<file path="config.mk">
export PLATFORM = sky130hd
export DESIGN_NAME = quote_aware_delimiter_splitter_unit
export DESIGN_NICKNAME = d
export VERILOG_FILES = /design/src/hw/rtl/qads_pkg.sv /design/src/hw/rtl/qads_core.sv /design/src/hw/rtl/qads_fifo.sv /design/src/hw/rtl/quote_aware_delimiter_splitter_unit.sv
export VERILOG_INCLUDE_DIRS = /design/src /design/src/hw/rtl
export SDC_FILE = /design/constraint.sdc
export NUM_CORES = 1
export LEC_CHECK = 0
export BUFFER_PORTS_ARGS = -buffer_cell sky130_fd_sc_hd__buf_2
export CAP_MARGIN = 25
export CORE_UTILIZATION = 50
export CTS_BUF_LIST = sky130_fd_sc_hd__clkbuf_4 sky130_fd_sc_hd__clkbuf_8
export DETAILED_ROUTE_END_ITERATION = 8
export GPL_TIMING_DRIVEN = 1
export PLACE_DENSITY = 0.7
export SETUP_SLACK_MARGIN = 0.02
export SLEW_MARGIN = 20
export SYNTH_ARGS = -nofsm -noshare
export SYNTH_HDL_FRONTEND = slang
export SYNTH_SLANG_ARGS = --single-unit
</file>
<file path="constraint.sdc">
create_clock -name clk -period 7.65 [get_ports clk]
set_clock_uncertainty 0.05 [all_clocks]
set_input_delay 1.1475 -clock clk [delete_from_list [all_inputs] [get_ports clk]]
set_output_delay 1.1475 -clock clk [all_outputs]
set_load 0.01 [all_outputs]
</file>
<file path="src/hw/rtl/assert_macros.svh">
// Assertion macros shared by the RTL files.
// Each macro takes a label, a clock, an active-low reset, a condition and a consequence.
`ifndef ASSERT_MACROS_SVH
`define ASSERT_MACROS_SVH
`ifndef SYNTHESIS
`define QADS_ASSERT_IMP(label, ck, rst_n, ante, cons) \
	label: assert property (@(posedge ck) disable iff (!rst_n) (ante) |-> (cons)) \
		else $error("assertion failed");
`define QADS_ASSERT_NXT(label, ck, rst_n, ante, cons) \
	label: assert property (@(posedge ck) disable iff (!rst_n) (ante) |=> (cons)) \
		else $error("assertion failed");
`else
`define QADS_ASSERT_IMP(label, ck, rst_n, ante, cons)
`define QADS_ASSERT_NXT(label, ck, rst_n, ante, cons)
`endif
`endif

</file>
<file path="src/hw/rtl/qads_pkg.sv">
package qads_pkg;

	// Sizes of the splitter.
	localparam int MAX_DELIM   = 4;
	localparam int POS_BITS    = 16;
	localparam int CHAR_W      = 16;
	localparam int DCHARS      = 4;
	localparam int DELIM_REG_W = DCHARS * CHAR_W;
	localparam int LEN_W       = 3;
	localparam int FILL_W      = $clog2(MAX_DELIM + 1);
	localparam int POSX_W      = POS_BITS + FILL_W;
	localparam int OUT_W       = 16;
	localparam int FLAG_W      = 5;
	localparam int REG_IDX_W   = 2;
	localparam int PUSH_W      = 2;
	localparam int FIFO_DEPTH  = 4;
	localparam int FIFO_PTR_W  = $clog2(FIFO_DEPTH);
	localparam int FIFO_CNT_W  = $clog2(FIFO_DEPTH + 1);

	localparam logic [POS_BITS-1:0] POS_MAX = '1;

	// Register indexes on the configuration port.
	localparam logic [REG_IDX_W-1:0] REG_DELIM_CHARS  = 2'd0;
	localparam logic [REG_IDX_W-1:0] REG_DELIM_LENGTH = 2'd1;
	localparam logic [REG_IDX_W-1:0] REG_TRIM_ENABLE  = 2'd2;

	// Register values after reset: a single comma, no trimming.
	localparam logic [DELIM_REG_W-1:0] RST_DELIM_CHARS  = 64'd44;
	localparam logic [LEN_W-1:0]       RST_DELIM_LENGTH = 3'd1;

	// Characters with a meaning of their own.
	localparam logic [CHAR_W-1:0] CH_SQUOTE  = 16'h0027;
	localparam logic [CHAR_W-1:0] CH_DQUOTE  = 16'h0022;
	localparam logic [CHAR_W-1:0] CH_LPAREN  = 16'h0028;
	localparam logic [CHAR_W-1:0] CH_RPAREN  = 16'h0029;
	localparam logic [CHAR_W-1:0] CH_LBRACK  = 16'h005B;
	localparam logic [CHAR_W-1:0] CH_RBRACK  = 16'h005D;
	localparam logic [CHAR_W-1:0] CH_LBRACE  = 16'h007B;
	localparam logic [CHAR_W-1:0] CH_RBRACE  = 16'h007D;
	localparam logic [CHAR_W-1:0] CH_SPACE   = 16'h0020;
	localparam logic [CHAR_W-1:0] CH_TAB     = 16'h0009;
	localparam logic [CHAR_W-1:0] CH_CR      = 16'h000D;

	// Bit positions in the enclosure flags.
	localparam int FLAG_SQ  = 0;
	localparam int FLAG_DQ  = 1;
	localparam int FLAG_PAR = 2;
	localparam int FLAG_BRK = 3;
	localparam int FLAG_BRC = 4;

	typedef struct packed {
		logic [DELIM_REG_W-1:0] chars;
		logic [LEN_W-1:0]       length;
		logic                   trim;
	} cfg_t;

	typedef struct packed {
		logic [OUT_W-1:0] start;
		logic [OUT_W-1:0] length;
		logic             last;
	} tok_t;

	// Results of one processed character: zero, one or two tokens, in order.
	typedef struct packed {
		logic [PUSH_W-1:0] cnt;
		tok_t              tok_a;
		tok_t              tok_b;
	} push_t;

	// C-locale whitespace.
	function automatic logic is_space(logic [CHAR_W-1:0] c);
		return (c == CH_SPACE) || ((c >= CH_TAB) && (c <= CH_CR));
	endfunction

	// Delimiter character k; characters beyond the register read as zero.
	function automatic logic [CHAR_W-1:0] delim_char(logic [DELIM_REG_W-1:0] chars, int k);
		logic [CHAR_W-1:0] r;
		r = '0;
		if (k < DCHARS)
			r = chars[k*CHAR_W +: CHAR_W];
		return r;
	endfunction

	// Length register mapped into 1..MAX_DELIM.
	function automatic logic [FILL_W-1:0] clamp_len(logic [LEN_W-1:0] v);
		logic [FILL_W-1:0] r;
		if (v == '0)
			r = FILL_W'(1);
		else if (int'(v) > MAX_DELIM)
			r = FILL_W'(MAX_DELIM);
		else
			r = FILL_W'(v);
		return r;
	endfunction

	// Position advance that sticks at the top value.
	function automatic logic [POS_BITS-1:0] sat_add(logic [POS_BITS-1:0] p,
		logic [FILL_W-1:0] n);
		logic [POSX_W-1:0] s;
		s = POSX_W'(p) + POSX_W'(n);
		return (s > POSX_W'(POS_MAX)) ? POS_MAX : s[POS_BITS-1:0];
	endfunction

	// Token bounds from the running state, trimmed or not.
	function automatic tok_t make_tok(logic trim, logic seen, logic [POS_BITS-1:0] fns,
		logic [POS_BITS-1:0] lns, logic [POS_BITS-1:0] tbeg, logic [POS_BITS-1:0] pos,
		logic last);
		logic [POS_BITS:0]   span;
		logic [POS_BITS-1:0] st;
		logic [POS_BITS-1:0] ln;
		tok_t                t;
		span = {1'b0, lns} - {1'b0, fns} + (POS_BITS+1)'(1);
		if (trim) begin
			if (seen) begin
				st = fns;
				ln = span[POS_BITS] ? POS_MAX : span[POS_BITS-1:0];
			end else begin
				st = tbeg;
				ln = '0;
			end
		end else begin
			st = tbeg;
			ln = (pos > tbeg) ? (pos - tbeg) : '0;
		end
		t.start  = OUT_W'(st);
		t.length = OUT_W'(ln);
		t.last   = last;
		return t;
	endfunction

endpackage

</file>
<file path="src/hw/rtl/qads_core.sv">
module qads_core (
	input  logic                          clk,
	input  logic                          arst_n,
	input  logic                          go,
	input  logic [qads_pkg::CHAR_W-1:0]   char_code,
	input  logic                          eos,
	input  qads_pkg::cfg_t                cfg,
	output qads_pkg::push_t               push
);

	// String state.
	logic [qads_pkg::CHAR_W-1:0]   win_q [qads_pkg::MAX_DELIM];
	logic [qads_pkg::FILL_W-1:0]   fill_q;
	logic [qads_pkg::FILL_W-1:0]   len_q;
	logic [qads_pkg::FLAG_W-1:0]   flags_q;
	logic [qads_pkg::POS_BITS-1:0] pos_q;
	logic [qads_pkg::POS_BITS-1:0] tbeg_q;
	logic [qads_pkg::POS_BITS-1:0] fns_q;
	logic [qads_pkg::POS_BITS-1:0] lns_q;
	logic                          seen_q;

	// Next-state and decision signals.
	logic [qads_pkg::CHAR_W-1:0]   wp [qads_pkg::MAX_DELIM];
	logic [qads_pkg::CHAR_W-1:0]   win_n [qads_pkg::MAX_DELIM];
	logic [qads_pkg::FILL_W-1:0]   act_len;
	logic [qads_pkg::FILL_W-1:0]   fillp;
	logic [qads_pkg::FILL_W-1:0]   fill_n;
	logic [qads_pkg::FILL_W-1:0]   n_dec;
	logic [qads_pkg::FILL_W-1:0]   pos_adv;
	logic [qads_pkg::FLAG_W-1:0]   flag_upd;
	logic [qads_pkg::FLAG_W-1:0]   flags_n;
	logic [qads_pkg::CHAR_W-1:0]   c0;
	logic                          enough;
	logic                          is_fc;
	logic                          all_eq;
	logic                          match;
	logic [qads_pkg::POS_BITS-1:0] pos_n;
	logic [qads_pkg::POS_BITS-1:0] pos_i;
	logic [qads_pkg::POS_BITS-1:0] tbeg_w;
	logic [qads_pkg::POS_BITS-1:0] fns_w;
	logic [qads_pkg::POS_BITS-1:0] lns_w;
	logic                          seen_w;
	qads_pkg::tok_t                tok_d;
	qads_pkg::tok_t                tok_f;

	// Window with the new character appended and the delimiter length for this string.
	always_comb begin
		act_len = ((pos_q == '0) && (fill_q == '0)) ? qads_pkg::clamp_len(cfg.length) : len_q;
		fillp   = fill_q + qads_pkg::FILL_W'(1);
		enough  = (fillp >= act_len);
		for (int i = 0; i < qads_pkg::MAX_DELIM; i++)
			wp[i] = (qads_pkg::FILL_W'(i) < fill_q) ? win_q[i] : char_code;
		c0 = wp[0];
	end

	// Enclosure characters at the front of the window.
	always_comb begin
		flag_upd = flags_q;
		is_fc    = 1'b1;
		unique case (c0)
			qads_pkg::CH_SQUOTE: flag_upd[qads_pkg::FLAG_SQ]  = ~flags_q[qads_pkg::FLAG_SQ];
			qads_pkg::CH_DQUOTE: flag_upd[qads_pkg::FLAG_DQ]  = ~flags_q[qads_pkg::FLAG_DQ];
			qads_pkg::CH_LPAREN: flag_upd[qads_pkg::FLAG_PAR] = 1'b1;
			qads_pkg::CH_RPAREN: flag_upd[qads_pkg::FLAG_PAR] = 1'b0;
			qads_pkg::CH_LBRACK: flag_upd[qads_pkg::FLAG_BRK] = 1'b1;
			qads_pkg::CH_RBRACK: flag_upd[qads_pkg::FLAG_BRK] = 1'b0;
			qads_pkg::CH_LBRACE: flag_upd[qads_pkg::FLAG_BRC] = 1'b1;
			qads_pkg::CH_RBRACE: flag_upd[qads_pkg::FLAG_BRC] = 1'b0;
			default:             is_fc = 1'b0;
		endcase
	end

	// Parallel delimiter compare over the window.
	always_comb begin
		all_eq = 1'b1;
		for (int k = 0; k < qads_pkg::MAX_DELIM; k++) begin
			if ((qads_pkg::FILL_W'(k) < act_len) &&
				(wp[k] != qads_pkg::delim_char(cfg.chars, k)))
				all_eq = 1'b0;
		end
		match = enough && !is_fc && (flags_q == '0) && all_eq;
	end

	// Characters decided without a match: at most one mid-string, all pending ones at the end.
	always_comb begin
		if (match)
			n_dec = '0;
		else if (eos)
			n_dec = fillp;
		else if (enough)
			n_dec = qads_pkg::FILL_W'(1);
		else
			n_dec = '0;
		pos_adv = match ? act_len : n_dec;
		pos_n   = qads_pkg::sat_add(pos_q, pos_adv);
	end

	// Whitespace bounds of the running token, and the token start after a match.
	always_comb begin
		seen_w = match ? 1'b0 : seen_q;
		fns_w  = match ? '0 : fns_q;
		lns_w  = match ? '0 : lns_q;
		tbeg_w = match ? pos_n : tbeg_q;
		pos_i  = pos_q;
		for (int i = 0; i < qads_pkg::MAX_DELIM; i++) begin
			pos_i = qads_pkg::sat_add(pos_q, qads_pkg::FILL_W'(i));
			if ((qads_pkg::FILL_W'(i) < n_dec) && !qads_pkg::is_space(wp[i])) begin
				if (!seen_w) begin
					fns_w  = pos_i;
					seen_w = 1'b1;
				end
				lns_w = pos_i;
			end
		end
	end

	// Window and flags for the next character.
	always_comb begin
		for (int i = 0; i < qads_pkg::MAX_DELIM; i++)
			win_n[i] = wp[i];
		fill_n  = fillp;
		flags_n = flags_q;
		if (match) begin
			fill_n = '0;
		end else if (enough) begin
			for (int i = 0; i < qads_pkg::MAX_DELIM - 1; i++)
				win_n[i] = wp[i+1];
			win_n[qads_pkg::MAX_DELIM-1] = '0;
			fill_n  = fillp - qads_pkg::FILL_W'(1);
			flags_n = flag_upd;
		end
	end

	// Tokens: one closed by a delimiter, one closed by the end of the string.
	always_comb begin
		tok_d = qads_pkg::make_tok(cfg.trim, seen_q, fns_q, lns_q, tbeg_q, pos_q, 1'b0);
		tok_f = qads_pkg::make_tok(cfg.trim, seen_w, fns_w, lns_w, tbeg_w, pos_n, 1'b1);
		push.cnt   = '0;
		push.tok_a = match ? tok_d : tok_f;
		push.tok_b = tok_f;
		if (go)
			push.cnt = qads_pkg::PUSH_W'(match) + qads_pkg::PUSH_W'(eos);
	end

	// State registers; the end of a string clears everything but the latched length.
	always_ff @(posedge clk or negedge arst_n) begin
		if (!arst_n) begin
			for (int i = 0; i < qads_pkg::MAX_DELIM; i++)
				win_q[i] <= '0;
			fill_q  <= '0;
			len_q   <= qads_pkg::FILL_W'(1);
			flags_q <= '0;
			pos_q   <= '0;
			tbeg_q  <= '0;
			fns_q   <= '0;
			lns_q   <= '0;
			seen_q  <= 1'b0;
		end else if (go) begin
			len_q <= act_len;
			if (eos) begin
				for (int i = 0; i < qads_pkg::MAX_DELIM; i++)
					win_q[i] <= '0;
				fill_q  <= '0;
				flags_q <= '0;
				pos_q   <= '0;
				tbeg_q  <= '0;
				fns_q   <= '0;
				lns_q   <= '0;
				seen_q  <= 1'b0;
			end else begin
				for (int i = 0; i < qads_pkg::MAX_DELIM; i++)
					win_q[i] <= win_n[i];
				fill_q  <= fill_n;
				flags_q <= flags_n;
				pos_q   <= pos_n;
				tbeg_q  <= tbeg_w;
				fns_q   <= fns_w;
				lns_q   <= lns_w;
				seen_q  <= seen_w;
			end
		end
	end

endmodule

</file>
<file path="src/hw/rtl/qads_fifo.sv">
module qads_fifo (
	input  logic            clk,
	input  logic            arst_n,
	input  qads_pkg::push_t push,
	input  logic            pop,
	output qads_pkg::tok_t  head,
	output logic            avail,
	output logic            room
);

	qads_pkg::tok_t                  mem_q [qads_pkg::FIFO_DEPTH];
	logic [qads_pkg::FIFO_PTR_W-1:0] wptr_q;
	logic [qads_pkg::FIFO_PTR_W-1:0] rptr_q;
	logic [qads_pkg::FIFO_CNT_W-1:0] cnt_q;
	logic [qads_pkg::FIFO_PTR_W-1:0] wptr_b;
	logic                            do_pop;

	// Status: room means a two-token beat always fits.
	assign avail  = (cnt_q != '0);
	assign room   = (cnt_q <= qads_pkg::FIFO_CNT_W'(qads_pkg::FIFO_DEPTH - 2));
	assign head   = mem_q[rptr_q];
	assign do_pop = pop && avail;
	assign wptr_b = wptr_q + qads_pkg::FIFO_PTR_W'(1);

	// Token storage, up to two writes per cycle.
	always_ff @(posedge clk) begin
		if (push.cnt != '0)
			mem_q[wptr_q] <= push.tok_a;
		if (push.cnt == qads_pkg::PUSH_W'(2))
			mem_q[wptr_b] <= push.tok_b;
	end

	// Pointers and fill count.
	always_ff @(posedge clk or negedge arst_n) begin
		if (!arst_n) begin
			wptr_q <= '0;
			rptr_q <= '0;
			cnt_q  <= '0;
		end else begin
			wptr_q <= wptr_q + qads_pkg::FIFO_PTR_W'(push.cnt);
			rptr_q <= rptr_q + qads_pkg::FIFO_PTR_W'(do_pop);
			cnt_q  <= cnt_q + qads_pkg::FIFO_CNT_W'(push.cnt) - qads_pkg::FIFO_CNT_W'(do_pop);
		end
	end

endmodule

</file>
<file path="src/hw/rtl/quote_aware_delimiter_splitter_unit.sv">
// A beat passes the input register; the core writes its tokens into the token queue.
// Throughput: one character beat per cycle; tokens leave one per cycle, while m_axis_tready
// is high, through a four-entry token queue, and a string end that also closes a delimiter
// yields two. The input side stalls only when that queue holds more than two tokens.
// Reset (arst_n low) clears all string state and the queue, and sets the delimiter to a
// single comma, length one, with trimming off.
`include "assert_macros.svh"

module quote_aware_delimiter_splitter_unit (
	input  logic                                  clk,
	input  logic                                  arst_n,
	input  logic                                  s_axis_tvalid,
	output logic                                  s_axis_tready,
	input  logic [qads_pkg::CHAR_W-1:0]           s_axis_tdata,  // char_code
	input  logic                                  s_axis_tlast,  // end_of_string
	output logic                                  m_axis_tvalid,
	input  logic                                  m_axis_tready,
	output logic [2*qads_pkg::OUT_W-1:0]          m_axis_tdata,  // token_start, token_length
	output logic                                  m_axis_tlast,  // last_token
	input  logic                                  cfg_we,
	input  logic [qads_pkg::REG_IDX_W-1:0]        cfg_index,
	input  logic [qads_pkg::DELIM_REG_W-1:0]      cfg_data
);

	qads_pkg::cfg_t              cfg_q;
	logic [qads_pkg::CHAR_W-1:0] char_s1;
	logic                        eos_s1;
	logic                        v_s1;
	logic                        fifo_room;
	logic                        adv;
	logic                        s_accept;
	qads_pkg::push_t             push;
	qads_pkg::tok_t              head;

	// Configuration registers.
	always_ff @(posedge clk or negedge arst_n) begin
		if (!arst_n) begin
			cfg_q.chars  <= qads_pkg::RST_DELIM_CHARS;
			cfg_q.length <= qads_pkg::RST_DELIM_LENGTH;
			cfg_q.trim   <= 1'b0;
		end else if (cfg_we) begin
			unique case (cfg_index)
				qads_pkg::REG_DELIM_CHARS:  cfg_q.chars  <= cfg_data;
				qads_pkg::REG_DELIM_LENGTH: cfg_q.length <= cfg_data[qads_pkg::LEN_W-1:0];
				qads_pkg::REG_TRIM_ENABLE:  cfg_q.trim   <= cfg_data[0];
				default: ;
			endcase
		end
	end

	// Input register: a character is processed once the token queue has room for two.
	assign adv           = v_s1 && fifo_room;
	assign s_axis_tready = !v_s1 || fifo_room;
	assign s_accept      = s_axis_tvalid && s_axis_tready;

	always_ff @(posedge clk or negedge arst_n) begin
		if (!arst_n)
			v_s1 <= 1'b0;
		else
			v_s1 <= s_accept || (v_s1 && !adv);
	end

	always_ff @(posedge clk) begin
		if (s_accept) begin
			char_s1 <= s_axis_tdata;
			eos_s1  <= s_axis_tlast;
		end
	end

	// Splitting logic and token queue.
	qads_core u_core (
		.clk       (clk),
		.arst_n    (arst_n),
		.go        (adv),
		.char_code (char_s1),
		.eos       (eos_s1),
		.cfg       (cfg_q),
		.push      (push)
	);

	qads_fifo u_fifo (
		.clk    (clk),
		.arst_n (arst_n),
		.push   (push),
		.pop    (m_axis_tready),
		.head   (head),
		.avail  (m_axis_tvalid),
		.room   (fifo_room)
	);

	assign m_axis_tdata = {head.length, head.start};
	assign m_axis_tlast = head.last;

	// Checks on the split between input register, core and queue.
	`QADS_ASSERT_IMP(a_push_room, clk, arst_n, push.cnt != 2'd0, fifo_room)
	`QADS_ASSERT_IMP(a_eos_token, clk, arst_n, adv && eos_s1, push.cnt != 2'd0)
	`QADS_ASSERT_IMP(a_mid_single, clk, arst_n, adv && !eos_s1, push.cnt != 2'd2)
	`QADS_ASSERT_NXT(a_s1_hold, clk, arst_n, v_s1 && !adv, v_s1)

endmodule
</file>
### Yosys cells after proc, flatten, opt, wreduce, memory -nomap -nowiden

Memories as Yosys holds them, arrays and structs flattened.
Index checks and enable logic that the tools add are counted.

| operators by class | value |
|---|---|
| $add $sub $neg | 18 |
| multipliers | 0 |
| div/mod/pow operators | 0 |
| order comparisons | 30 |
| equality and inequality tests | 20 |
| shifts and indexed selects | 0 |
| muxes and demuxes | 78 |
| bitwise operators | 2 |
| reduce and logical (&&, ||, !) cells | 55 |

Operators with widths:

| cell | count |
|---|---|
| $mux 16 | 40 |
| $mux 64 | 3 |
| $eq 16x6->1 const B | 8 |
| $gt 19x16->1 const B | 4 |
| $eq 16x7->1 const B | 4 |
| $ge 16x4->1 const B | 4 |
| $le 16x4->1 const B | 4 |
| $ne 16x16->1 | 4 |
| $add 16x2->17 const B | 2 |
| $add 17x1->17 const B | 2 |
| $sub 16x16->17 | 2 |
| $mux 33 | 1 |
| $gt 16x16->1 | 2 |
| $sub 16x16->16 | 2 |
| $mux 3 | 9 |
| $logic_and 1x1->1 | 20 |
| $reduce_and 4->1 | 5 |
| $lt 1x3->1 const A | 6 |
| $lt 2x3->1 const A | 6 |
| $mux 1 | 18 |
| $add 16x1->17 const B | 1 |
| $add 16x3->17 | 1 |
| $gt 16x16->1 const B | 1 |
| $logic_not 16->1 | 1 |
| other kinds (27) | 53 |

| storage, ports and cells | value |
|---|---|
| register bits after elaboration | 233 |
| latch bits | 0 |
| RAM bits | 132 |
| memory bits (read-only) | 0 |
| bits of input ports | 88 |
| output and inout bits | 35 |
| logic and storage cells | 229 |
| memories kept | 1 |

Memory list:

| name | depth | bits a word | rd ports | clocked after memory_dff | write ports | RTL line | RTL |
|---|---|---|---|---|---|---|---|
| u_fifo.mem_q | 4 | 33 | 1 | 0 | 2 | qads_fifo.sv:11 | `qads_pkg::tok_t mem_q [qads_pkg::FIFO_DEPTH];` |

### Longest topological paths before layout

Gate-level depths: netlist (run 1).

| logic depth | value |
|---|---|
| depth after elaboration | 27 |
| mapped depth | 44 |
| gate-level depth less buffers | 38 |

### By module

Synthesis (run 1) repeated with hierarchy kept, for this count alone.

| unflattened totals | value |
|---|---|
| cell total of the unflattened synthesis | 2,716 |
| area total of the unflattened synthesis | 26,859.5 µm² |

Modules (own cells, without submodules):

| module | instances | cells each | area each (µm²) | seq. area each (µm²) |
|---|---|---|---|---|
| qads_core | 1 | 2,188 | 16,612.2 | 3,504.6 |
| qads_fifo | 1 | 360 | 6,830.3 | 4,139.0 |
| quote_aware_delimiter_splitter_unit | 1 | 168 | 3,417.0 | 2,242.2 |

### Worst setup path after synthesis (run 1)

Ideal clock, no wire load.

| timing path | value |
|---|---|
| path type | register to register |
| start point | reg u_core.pos_q[0] in the netlist's numbering |
| end point | mem u_fifo.mem_q[0][2] in the netlist's numbering (data pin) |
| setup time | 266 ps |
| arrival | 7,970 ps |
| required time | 7,334 ps |
| slack | -635 ps |
| stages on the path, launching flop included | 45 |
| path buffers | 6 |
| clock period less this slack | 8,285 ps |
| cell sequence | dfrtp_1 clkbuf_1 inv_1 ha_1 nor4b_2 nand3b_1 o21ai_0 nand2_1 ha_1 nand2b_1 and2_1 a31oi_1 a31oi_1 o21ai_1 nor2_4 buf_2 buf_2 buf_1 [9 not listed] a21oi_1 o21ai_0 ha_1 inv_1 fa_1 a21o_1 a21oi_1 o21ai_0 nand4_1 a21oi_1 o211ai_1 a21o_1 nor3_1 buf_4 buf_2 a21oi_2 nand2_1 o2bb2ai_1 |

RTL lines:

| what | RTL line | RTL |
|---|---|---|
| from (decl) | qads_core.sv:16 | `logic [qads_pkg::POS_BITS-1:0] pos_q;` |
| from (signal assigned) | qads_core.sv:175 | `pos_q <= pos_n;` |
| to (decl) | qads_fifo.sv:11 |  |

==> flow_summary.html, run 1 <==
<table>
<tr><th>Metric</th><th>Value</th></tr>
<tr><th colspan="2">Finish</th></tr>
<tr><td>Fraction of layout cells with a size suffix above 1</td><td>22.6%</td></tr>
<tr><td>Count of nets after finishing</td><td>3,237</td></tr>
<tr><td>Final cell count without fillers</td><td>3,761</td></tr>
<tr><td>Area of all placed cells without fillers</td><td>30,500 sq um</td></tr>
<tr><td>Area growth, synth to finish</td><td>16.3%</td></tr>
<tr><th colspan="2">Logic synthesis</th></tr>
<tr><td>Most used flip-flop cell after synthesis</td><td>sky130_fd_sc_hd__dfrtp_1</td></tr>
<tr><td>Share of async-settable or async-resettable flops after synthesis</td><td>59.2%</td></tr>
<tr><td>Yosys warnings</td><td>0</td></tr>
<tr><td>Average cell area after synthesis</td><td>9.40 sq um</td></tr>
<tr><td>Sequential-to-total area share from yosys stat</td><td>37.6%</td></tr>
<tr><td>Cell type with the highest aggregate area in the netlist</td><td>sky130_fd_sc_hd__dfrtp_1</td></tr>
<tr><td>Synthesized netlist net count</td><td>2,999</td></tr>
<tr><td>Cell Area, Synth</td><td>26,200 sq um</td></tr>
<tr><td>Most used standard cells in the synthesized netlist</td><td>286 x sky130_fd_sc_hd__nand2_1, 211 x sky130_fd_sc_hd__dfrtp_1, 173 x sky130_fd_sc_hd__nor2_1, 145 x sky130_fd_sc_hd__edfxtp_1, 145 x sky130_fd_sc_hd__o22ai_1</td></tr>
<tr><td>Number of distinct standard cells referenced by the synthesized netlist</td><td>107</td></tr>
<tr><td>Top-area cell type share of the netlist area</td><td>20.1%</td></tr>
<tr><td>Leading cell type by number of instances after synthesis</td><td>sky130_fd_sc_hd__nand2_1</td></tr>
<tr><td>Cells taking the most area after synthesis</td><td>sky130_fd_sc_hd__dfrtp_1 20%, sky130_fd_sc_hd__edfxtp_1 17%, sky130_fd_sc_hd__ha_1 5.6%</td></tr>
<tr><td>EDFF count, synth</td><td>145</td></tr>
<tr><td>Register bit total from synthesis</td><td>365</td></tr>
<tr><td>Post-synthesis cell count</td><td>2,788</td></tr>
<tr><th colspan="2">Floorplan</th></tr>
<tr><td>Die area</td><td>53,400 sq um</td></tr>
<tr><td>Die width</td><td>231 um</td></tr>
<tr><td>Initial core utilization</td><td>50.9%</td></tr>
<tr><td>Placement Rows</td><td>83</td></tr>
<tr><td>Core outline area</td><td>51,500 sq um</td></tr>
<tr><td>Chip height</td><td>231 um</td></tr>
<tr><td>Count of boundary I/O pins</td><td>123</td></tr>
<tr><th colspan="2">Place</th></tr>
<tr><td>DPL Wire Length</td><td>80.4 mm</td></tr>
<tr><td>Placed Cells</td><td>3,620</td></tr>
<tr><td>Placed cell area</td><td>28,600 sq um</td></tr>
<tr><td>Weighted congestion at the end of routability-driven global placement</td><td>1.06</td></tr>
<tr><td>Port Buffer Count</td><td>122</td></tr>
<tr><th colspan="2">CTS</th></tr>
<tr><td>Worst skew pair latency</td><td>0.70 ns</td></tr>
<tr><td>Clock sink count</td><td>365</td></tr>
<tr><td>H-tree depth reported by CTS</td><td>3</td></tr>
<tr><td>Number of buffers between clock root and the deepest sink</td><td>3</td></tr>
<tr><td>CTS tree</td><td>done</td></tr>
<tr><td>Root cell of the clock tree</td><td>sky130_fd_sc_hd__clkbuf_8</td></tr>
<tr><td>Clock-pin transition on the worst setup and hold timing paths</td><td>0.07 ns</td></tr>
<tr><td>Num CTS Buffers</td><td>68</td></tr>
<tr><th colspan="2">Worst setup path</th></tr>
<tr><td>Crit path max fanout</td><td>15</td></tr>
<tr><td>Critical path capture point type</td><td>flip-flop</td></tr>
<tr><td>Number of buffer and inverter stages on the critical path</td><td>7</td></tr>
<tr><td>Crit path max-delay family</td><td>compound AO/OA/AOI/OAI gates</td></tr>
<tr><td>Cell at the slowest stage of the critical path</td><td>sky130_fd_sc_hd__a2111oi_0</td></tr>
<tr><td>Worst setup path class</td><td>flip-flop to flip-flop</td></tr>
<tr><td>Peak per-stage delay on the critical path</td><td>0.58 ns</td></tr>
<tr><td>Critical Path Source Type</td><td>flip-flop</td></tr>
<tr><td>Worst Path Required</td><td>8.03 ns</td></tr>
<tr><td>Data arrival time of the critical path</td><td>7.69 ns</td></tr>
<tr><th colspan="2">Timing</th></tr>
<tr><td>Minimum period implied by the final worst setup slack</td><td>7.31 ns</td></tr>
<tr><td>Max-slew headroom at the worst pin</td><td>30.9%</td></tr>
<tr><td>Max Clock Freq</td><td>137 MHz</td></tr>
<tr><td>Total of endpoints with negative setup slack in the final report</td><td>0</td></tr>
<tr><td>Number of failing hold endpoints at the final stage</td><td>0</td></tr>
<tr><td>Slew at the pin closest to its max-slew limit</td><td>1.03 ns</td></tr>
<tr><td>Part of the cycle the worst path needs</td><td>95.6%</td></tr>
<tr><td>Final slew viol count</td><td>0</td></tr>
<tr><th colspan="2">Drt</th></tr>
<tr><td>Detailed Route Iter0 Violations</td><td>3,016</td></tr>
<tr><td>Final ANT Viol Nets</td><td>0</td></tr>
<tr><td>Post-route DRC violation count</td><td>0</td></tr>
<tr><td>First-pass DRT Iterations</td><td>6</td></tr>
<tr><td>Via count</td><td>25.2k</td></tr>
<tr><td>Wire length reported by the detailed router</td><td>108 mm</td></tr>
<tr><td>Routed WL per cell</td><td>28.7 um</td></tr>
<tr><td>Mean number of vias per cell</td><td>6.69</td></tr>
<tr><th colspan="2">Global route</th></tr>
<tr><td>First-pass GRT wire length</td><td>159 mm</td></tr>
<tr><td>Via count of the first global-routing pass</td><td>24.8k</td></tr>
<tr><td>GRT Util Overall</td><td>40.4%</td></tr>
<tr><td>Initial antenna violation count</td><td>0</td></tr>
<tr><td>Overflow left after global routing</td><td>0</td></tr>
<tr><td>Largest net degree at the start of global routing</td><td>82</td></tr>
<tr><th colspan="2">Power</th></tr>
<tr><td>Leak</td><td>0.0123 uW</td></tr>
<tr><td>Fraction of power consumed by sequential logic</td><td>18.4%</td></tr>
<tr><td>Relative contribution of the clock network to total power</td><td>14.1%</td></tr>
<tr><td>Areal power density over the cells</td><td>526 nW/um^2</td></tr>
<tr><td>Total power</td><td>16,000 uW</td></tr>
<tr><td>Net switching power of the design</td><td>8120 uW</td></tr>
<tr><td>Highest ir drop seen on vdd</td><td>335 uV</td></tr>
<tr><td>Logic pwr share</td><td>67.5%</td></tr>
<tr><td>Total internal power</td><td>7920 uW</td></tr>
<tr><td>Net switching share of the total power</td><td>50.6%</td></tr>
<tr><th colspan="2">Hold path</th></tr>
<tr><td>Worst min-delay path class</td><td>input port to async pin</td></tr>
<tr><th colspan="2">Outcome</th></tr>
<tr><td>Run status</td><td>complete, no violations</td></tr>
<tr><th colspan="2">Job</th></tr>
<tr><td>Max_cap viols</td><td>0</td></tr>
</table>
==> layout make-up <==
type                       instances  area [sq um]
timing repair buffer             357          2440
multi-input combinational       2118         15300
clock buffer                      91          1180
inverter                         116           438
tap                              680           851
fill                            4536         21000
clock inverter                    32           432
sequential                       365          9850
antenna                            2          5.00
==> repair_timing <==
item	4_1_cts	5_1_grt
hold buffers	0	0
endpoints found under the setup margin	0	64
resized for setup	0	35
buffers inserted	0	15
endpoints found under the hold margin	0	0
==> power groups by stage <==
stage | clock network, uW | logic (uW) | registers, uW
floorplan | 0 | 6550 | 2730
global placement | 0 | 10100 | 2950
detailed placement | 0 | 10300 | 2970
CTS | 2280 | 10400 | 2930
global route | 2370 | 11400 | 2970
finish | 2260 | 10800 | 2950
==> layout by cell type, fill, tap and decap left out, types with 36 or more instances in the layout <==
cell	n
sky130_fd_sc_hd__nand2_1	281
sky130_fd_sc_hd__buf_4	229
sky130_fd_sc_hd__dfrtp_1	209
sky130_fd_sc_hd__nor2_1	170
sky130_fd_sc_hd__o22ai_1	145
sky130_fd_sc_hd__edfxtp_1	145
sky130_fd_sc_hd__a21oi_1	139
sky130_fd_sc_hd__o21ai_0	138
sky130_fd_sc_hd__buf_2	121
sky130_fd_sc_hd__ha_1	117
sky130_fd_sc_hd__inv_1	113
sky130_fd_sc_hd__xnor2_1	101
sky130_fd_sc_hd__clkbuf_8	79
sky130_fd_sc_hd__mux2_2	73
sky130_fd_sc_hd__xor2_1	63
sky130_fd_sc_hd__mux2i_1	62
sky130_fd_sc_hd__nor3_1	58
sky130_fd_sc_hd__nand3_1	54
sky130_fd_sc_hd__o221ai_1	36
==> cells by family after synthesis <==
family | share of synthesized area [%]
multiplexers | 8.82
AND/OR/NAND/NOR | 14.5
adder cells (fa/ha/maj) | 6.04
flip-flops | 37.6
AO/OA/AOI/OAI | 22.7
XOR/XNOR | 5.48
buffers and inverters | 4.88
==> registers in the layout, indices dropped and copies added (netlist names) <==
name and count:
u_core.len_q 3, u_core.seen_q 1, u_core.flags_q 5, eos_s1 1, u_fifo.cnt_q 3, cfg_q 68, u_core.fns_q 16, u_core.fill_q 3
u_fifo.rptr_q 2, u_core.pos_q 16, v_s1 1, u_core.lns_q 16, u_core.tbeg_q 16, u_fifo.wptr_q 2, u_fifo.mem_q 132, u_core.win_q 64
char_s1 16
==> layer usage <==
metal / track usage [%] / share of wire (%) / up-vias
met3: 6.73 / 8.6 / 420
met5: 0 / 0 / -
met1: 49.7 / 37 / 12200
li1: - / - / 11000
met4: 27.4 / 7.9 / 0
met2: 65.2 / 46 / 1603
==> metrics by stage <==
stage                     worst slack (ns)  hold slack [ns]  utilization [%]  setup TNS (ns)
after floorplan                     0.0250            0.385                -               0
after global placement               0.347            0.394             55.5               0
after detailed placement             0.215            0.403             55.5               0
after CTS                            0.207            0.395             58.6               0
after global routing               -0.0812            0.432             59.2          -0.139
final                                0.335            0.389             59.2               0
==> path summary, 6_finish.rpt <==
kind                               startpoint                 end  slack, ns  cells after the start
max reg2reg                  u_core.fill_q[0]  u_fifo.mem_q[0][2]       0.34                     35
min                                    arst_n            cfg_q[5]       0.39                      1
max in group asynchronous              arst_n    u_core.fill_q[2]       5.73                      2
max                          u_core.fill_q[0]  u_fifo.mem_q[0][2]       0.34                     35
min in group clk           u_fifo.mem_q[3][0]  u_fifo.mem_q[3][0]       0.42                      1
min reg2reg                u_fifo.mem_q[3][0]  u_fifo.mem_q[3][0]       0.42                      1
Power figures use the tool's default switching activity.
==> run 2: changes to the inputs <==
Settings changed: ABC_AREA set to 1.
==> flow_summary.html, run 2 <==
<table>
<tr><th>Metric</th><th>Value</th></tr>
<tr><th colspan="2">Logic synthesis</th></tr>
<tr><td>Leading cell type by number of instances after synthesis</td><td>sky130_fd_sc_hd__nand2_1</td></tr>
<tr><td>Average cell area after synthesis</td><td>7.09 sq um (-25%)</td></tr>
<tr><td>Synthesized netlist net count</td><td>3,949 (+32%)</td></tr>
<tr><td>Share of async-settable or async-resettable flops after synthesis</td><td>59.2% (unchanged)</td></tr>
<tr><td>Number of distinct standard cells referenced by the synthesized netlist</td><td>58 (-46%)</td></tr>
<tr><td>Most used standard cells in the synthesized netlist</td><td>1,093 x sky130_fd_sc_hd__nand2_1, 346 x sky130_fd_sc_hd__inv_1, 335 x sky130_fd_sc_hd__nor2_1, 332 x sky130_fd_sc_hd__nand3_1, 299 x sky130_fd_sc_hd__o21ai_0</td></tr>
<tr><td>Cell Area, Synth</td><td>26,500 sq um (+1.1%)</td></tr>
<tr><td>Yosys warnings</td><td>0 (unchanged)</td></tr>
<tr><td>EDFF count, synth</td><td>145 (unchanged)</td></tr>
<tr><td>Top-area cell type share of the netlist area</td><td>19.9% (-0.21 points)</td></tr>
<tr><td>Most used flip-flop cell after synthesis</td><td>sky130_fd_sc_hd__dfrtp_1</td></tr>
<tr><td>Cell type with the highest aggregate area in the netlist</td><td>sky130_fd_sc_hd__dfrtp_1</td></tr>
<tr><td>Post-synthesis cell count</td><td>3,738 (+34%)</td></tr>
<tr><td>Register bit total from synthesis</td><td>365 (unchanged)</td></tr>
<tr><td>Sequential-to-total area share from yosys stat</td><td>37.2% (-0.39 points)</td></tr>
<tr><td>Cells taking the most area after synthesis</td><td>sky130_fd_sc_hd__dfrtp_1 20%, sky130_fd_sc_hd__edfxtp_1 16%, sky130_fd_sc_hd__nand2_1 15%</td></tr>
<tr><th colspan="2">CTS</th></tr>
<tr><td>H-tree depth reported by CTS</td><td>3 (unchanged)</td></tr>
<tr><td>Worst skew pair latency</td><td>0.70 ns (about the same)</td></tr>
<tr><td>Clock-pin transition on the worst setup and hold timing paths</td><td>0.06 ns (about the same)</td></tr>
<tr><td>CTS tree</td><td>done</td></tr>
<tr><td>Number of buffers between clock root and the deepest sink</td><td>3 (unchanged)</td></tr>
<tr><td>Num CTS Buffers</td><td>69 (+1.5%)</td></tr>
<tr><td>Clock sink count</td><td>365 (unchanged)</td></tr>
<tr><td>Hold-fix buffers, CTS</td><td>0 (unchanged)</td></tr>
<tr><td>Root cell of the clock tree</td><td>sky130_fd_sc_hd__clkbuf_8</td></tr>
<tr><th colspan="2">Hold path</th></tr>
<tr><td>Worst min-delay path class</td><td>flip-flop to flip-flop</td></tr>
<tr><td>Cell count of the worst hold path</td><td>2</td></tr>
<tr><td>Min-delay src</td><td>u_core.len_q[0]</td></tr>
<tr><td>Destination of the worst hold path</td><td>u_core.len_q[0]</td></tr>
<tr><th colspan="2">Worst setup path</th></tr>
<tr><td>Crit path max fanout</td><td>47 (+32)</td></tr>
<tr><td>Peak per-stage delay on the critical path</td><td>0.46 ns (-0.12 ns)</td></tr>
<tr><td>Worst setup path class</td><td>flip-flop to flip-flop</td></tr>
<tr><td>Critical path capture point type</td><td>flip-flop</td></tr>
<tr><td>Critical Path Source Type</td><td>flip-flop</td></tr>
<tr><td>Data arrival time of the critical path</td><td>7.59 ns (-0.10 ns)</td></tr>
<tr><td>Critical register-to-register path endpoint</td><td>u_fifo.mem_q[3][2]</td></tr>
<tr><td>Crit. Startpoint</td><td>u_core.fill_q[2]</td></tr>
<tr><td>Worst Path Required</td><td>8.10 ns (+0.07 ns)</td></tr>
<tr><td>FF-to-FF Start</td><td>u_core.fill_q[2]</td></tr>
<tr><td>R2r setup slk</td><td>0.51 ns (+0.17 ns)</td></tr>
<tr><td>Critical Path Most Common Cell</td><td>sky130_fd_sc_hd__nand2_1</td></tr>
<tr><td>Cell at the slowest stage of the critical path</td><td>sky130_fd_sc_hd__dfrtp_1</td></tr>
<tr><td>Depth of the worst register-to-register path</td><td>42 (+20%)</td></tr>
<tr><th colspan="2">Timing</th></tr>
<tr><td>Minimum period implied by the final worst setup slack</td><td>7.14 ns (-0.174 ns)</td></tr>
<tr><td>WHS</td><td>0.438 ns (+0.0490 ns)</td></tr>
<tr><td>Total of endpoints with negative setup slack in the final report</td><td>0 (unchanged)</td></tr>
<tr><td>Max Clock Freq</td><td>140 MHz (+2.4%)</td></tr>
<tr><td>Final slew viol count</td><td>0 (unchanged)</td></tr>
<tr><td>Part of the cycle the worst path needs</td><td>93.3% (-2.3 points)</td></tr>
<tr><td>Aggregate negative setup slack</td><td>0 ns (unchanged)</td></tr>
<tr><td>Slew at the pin closest to its max-slew limit</td><td>1.02 ns (-0.0120 ns)</td></tr>
<tr><td>Number of failing hold endpoints at the final stage</td><td>0 (unchanged)</td></tr>
<tr><td>Max-slew headroom at the worst pin</td><td>31.8% (+0.97 points)</td></tr>
<tr><td>Unrepaired setup endpoints after global routing</td><td>no</td></tr>
<tr><th colspan="2">Drt</th></tr>
<tr><td>Sum of met3 wire segment lengths after detailed routing</td><td>7.70 mm (-17%)</td></tr>
<tr><td>Met2 routed WL</td><td>44.7 mm (-11%)</td></tr>
<tr><td>Final ANT Viol Nets</td><td>0 (unchanged)</td></tr>
<tr><td>Detailed Route Iter0 Violations</td><td>2,994 (-0.73%)</td></tr>
<tr><td>Via count</td><td>27.1k (+7.5%)</td></tr>
<tr><td>First-pass DRT Iterations</td><td>6 (unchanged)</td></tr>
<tr><td>Post-route DRC violation count</td><td>0 (unchanged)</td></tr>
<tr><td>Wire length reported by the detailed router</td><td>97.9 mm (-9.5%)</td></tr>
<tr><td>Routed WL per cell</td><td>21.3 um (-26%)</td></tr>
<tr><td>Sum of routed wire segments on met1</td><td>37.4 mm (-7.2%)</td></tr>
<tr><td>Highest layer used for signal routing</td><td>met4</td></tr>
<tr><td>Mean number of vias per cell</td><td>5.88 (-12%)</td></tr>
<tr><th colspan="2">Job</th></tr>
<tr><td>Max_cap viols</td><td>0 (unchanged)</td></tr>
<tr><th colspan="2">Outcome</th></tr>
<tr><td>Run status</td><td>complete, no violations</td></tr>
<tr><th colspan="2">Finish</th></tr>
<tr><td>Fraction of layout cells with a size suffix above 1</td><td>12.1% (-11 points)</td></tr>
<tr><td>Flip-flop count of the largest register after layout</td><td>132 (unchanged)</td></tr>
<tr><td>Area of all placed cells without fillers</td><td>29,900 sq um (-2.0%)</td></tr>
<tr><td>Final antenna diode count</td><td>0 (-2)</td></tr>
<tr><td>Commonest cells after routing, fill and taps aside</td><td>1,089 x sky130_fd_sc_hd__nand2_1, 342 x sky130_fd_sc_hd__inv_1, 330 x sky130_fd_sc_hd__nand3_1</td></tr>
<tr><td>Largest regs</td><td>u_fifo.mem_q: 132 flops, cfg_q: 68 flops, u_core.win_q: 64 flops</td></tr>
<tr><td>Area growth, synth to finish</td><td>12.8%</td></tr>
<tr><td>Count of nets after finishing</td><td>4,075 (+26%)</td></tr>
<tr><td>Final cell count without fillers</td><td>4,600 (+22%)</td></tr>
<tr><td>Register with the highest flop count</td><td>u_fifo.mem_q</td></tr>
<tr><td>Most frequent standard cell in the layout excluding fill and tap cells</td><td>sky130_fd_sc_hd__nand2_1</td></tr>
<tr><th colspan="2">Floorplan</th></tr>
<tr><td>Placement Rows</td><td>83 (unchanged)</td></tr>
<tr><td>Initial core utilization</td><td>51.1% (+0.23 points)</td></tr>
<tr><td>Chip height</td><td>232 um (+0.52%)</td></tr>
<tr><td>Core outline area</td><td>51,800 sq um (+0.60%)</td></tr>
<tr><td>Die width</td><td>232 um (+0.52%)</td></tr>
<tr><td>Die area</td><td>53,900 sq um (+1.0%)</td></tr>
<tr><td>Count of boundary I/O pins</td><td>123 (unchanged)</td></tr>
<tr><th colspan="2">Place</th></tr>
<tr><td>Weighted congestion at the end of routability-driven global placement</td><td>1.06 (+0.51%)</td></tr>
<tr><td>Port Buffer Count</td><td>122 (unchanged)</td></tr>
<tr><td>Placed Cells</td><td>4,458 (+23%)</td></tr>
<tr><td>DPL Wire Length</td><td>71.4 mm (-11%)</td></tr>
<tr><td>Placed cell area</td><td>28,000 sq um (-2.1%)</td></tr>
<tr><th colspan="2">Global route</th></tr>
<tr><td>Initial antenna violation count</td><td>0 (unchanged)</td></tr>
<tr><td>Largest net degree at the start of global routing</td><td>94 (+15%)</td></tr>
<tr><td>Via count of the first global-routing pass</td><td>25.2k (+1.7%)</td></tr>
<tr><td>GRT Util Overall</td><td>36.1% (-4.3 points)</td></tr>
<tr><td>First-pass GRT wire length</td><td>147 mm (-7.6%)</td></tr>
<tr><td>Overflow left after global routing</td><td>0 (unchanged)</td></tr>
</table>
## run 2: final cells by class
type | instances | area [sq um]
clock inverter | 25 | 282
timing repair buffer | 229 | 1520
clock buffer | 102 | 1280
multi-input combinational | 2840 | 14800
fill | 4992 | 21900
sequential | 365 | 9850
inverter | 359 | 1360
tap | 680 | 851
## run 2: worst max-delay path: cells and delay by family, from the launching register on
kind / cells / cell delay (ns)
buf+inv: 6 / 1.04
fa+ha+maj: 2 / 0.66
compound gates: 7 / 1.32
simple gates: 27 / 3.36
flops: 1 / 0.46
## run 2: cell families (layout without fill, tap and decap cells)
logic type	count (synthesis)	count (layout)	share of synthesized area (%)
mux	14	14	0.595
xor+xnor	93	93	3.07
flops	365	365	37.2
compound gates	686	686	14.6
fa+ha+maj	123	123	5.98
simple gates	1923	1924	30.6
buf+inv	534	715	8.06
## run 2: worst max-delay path by stage
| stage | endpoint | slack [ns] | depth (start not counted) |
|---|---|---|---|
| finish | u_fifo.mem_q[3][2] | 0.51 | 42 |
| global route | u_fifo.mem_q[3][13] | 0.02 | 48 |
| CTS | u_fifo.mem_q[1][1] | 0.02 | 41 |
| detailed placement | u_fifo.mem_q[0][6] | -0.08 | 41 |
| global placement | u_fifo.mem_q[0][6] | -0.06 | 43 |
| floorplan | u_fifo.mem_q[0][7] | 0.05 | 52 |
## run 2: stage by stage
| stage | utilization (%) | setup slack, ns |
|---|---|---|
| 3_3_place_gp | 54.0 | -0.0569 |
| 6_report | 57.7 | 0.510 |
| 2_1_floorplan | - | 0.0532 |
| 5_1_grt | 57.7 | 0.0157 |
| 4_1_cts | 57.1 | 0.0221 |
| 3_5_place_dp | 54.1 | -0.0758 |
## run 2: routing by layer
layer / GRT usage (%) / vias up
met4: 26.8 / 0
li1: - / 12700
met1: 44.3 / 12500
met5: 0 / -
met3: 5.03 / 339
met2: 58.0 / 1459
## run 2: repair_timing
item                                    CTS  global route
resized for setup                         3            45
endpoints found under the setup margin   26            64
pin swaps                                 0             7
setup buffers                             0            13
gates cloned                              0             2
Power of run 2 is left out: the tool's default activity adds up to more than one toggle a clock period on the data nets, which glitch-free logic cannot reach.
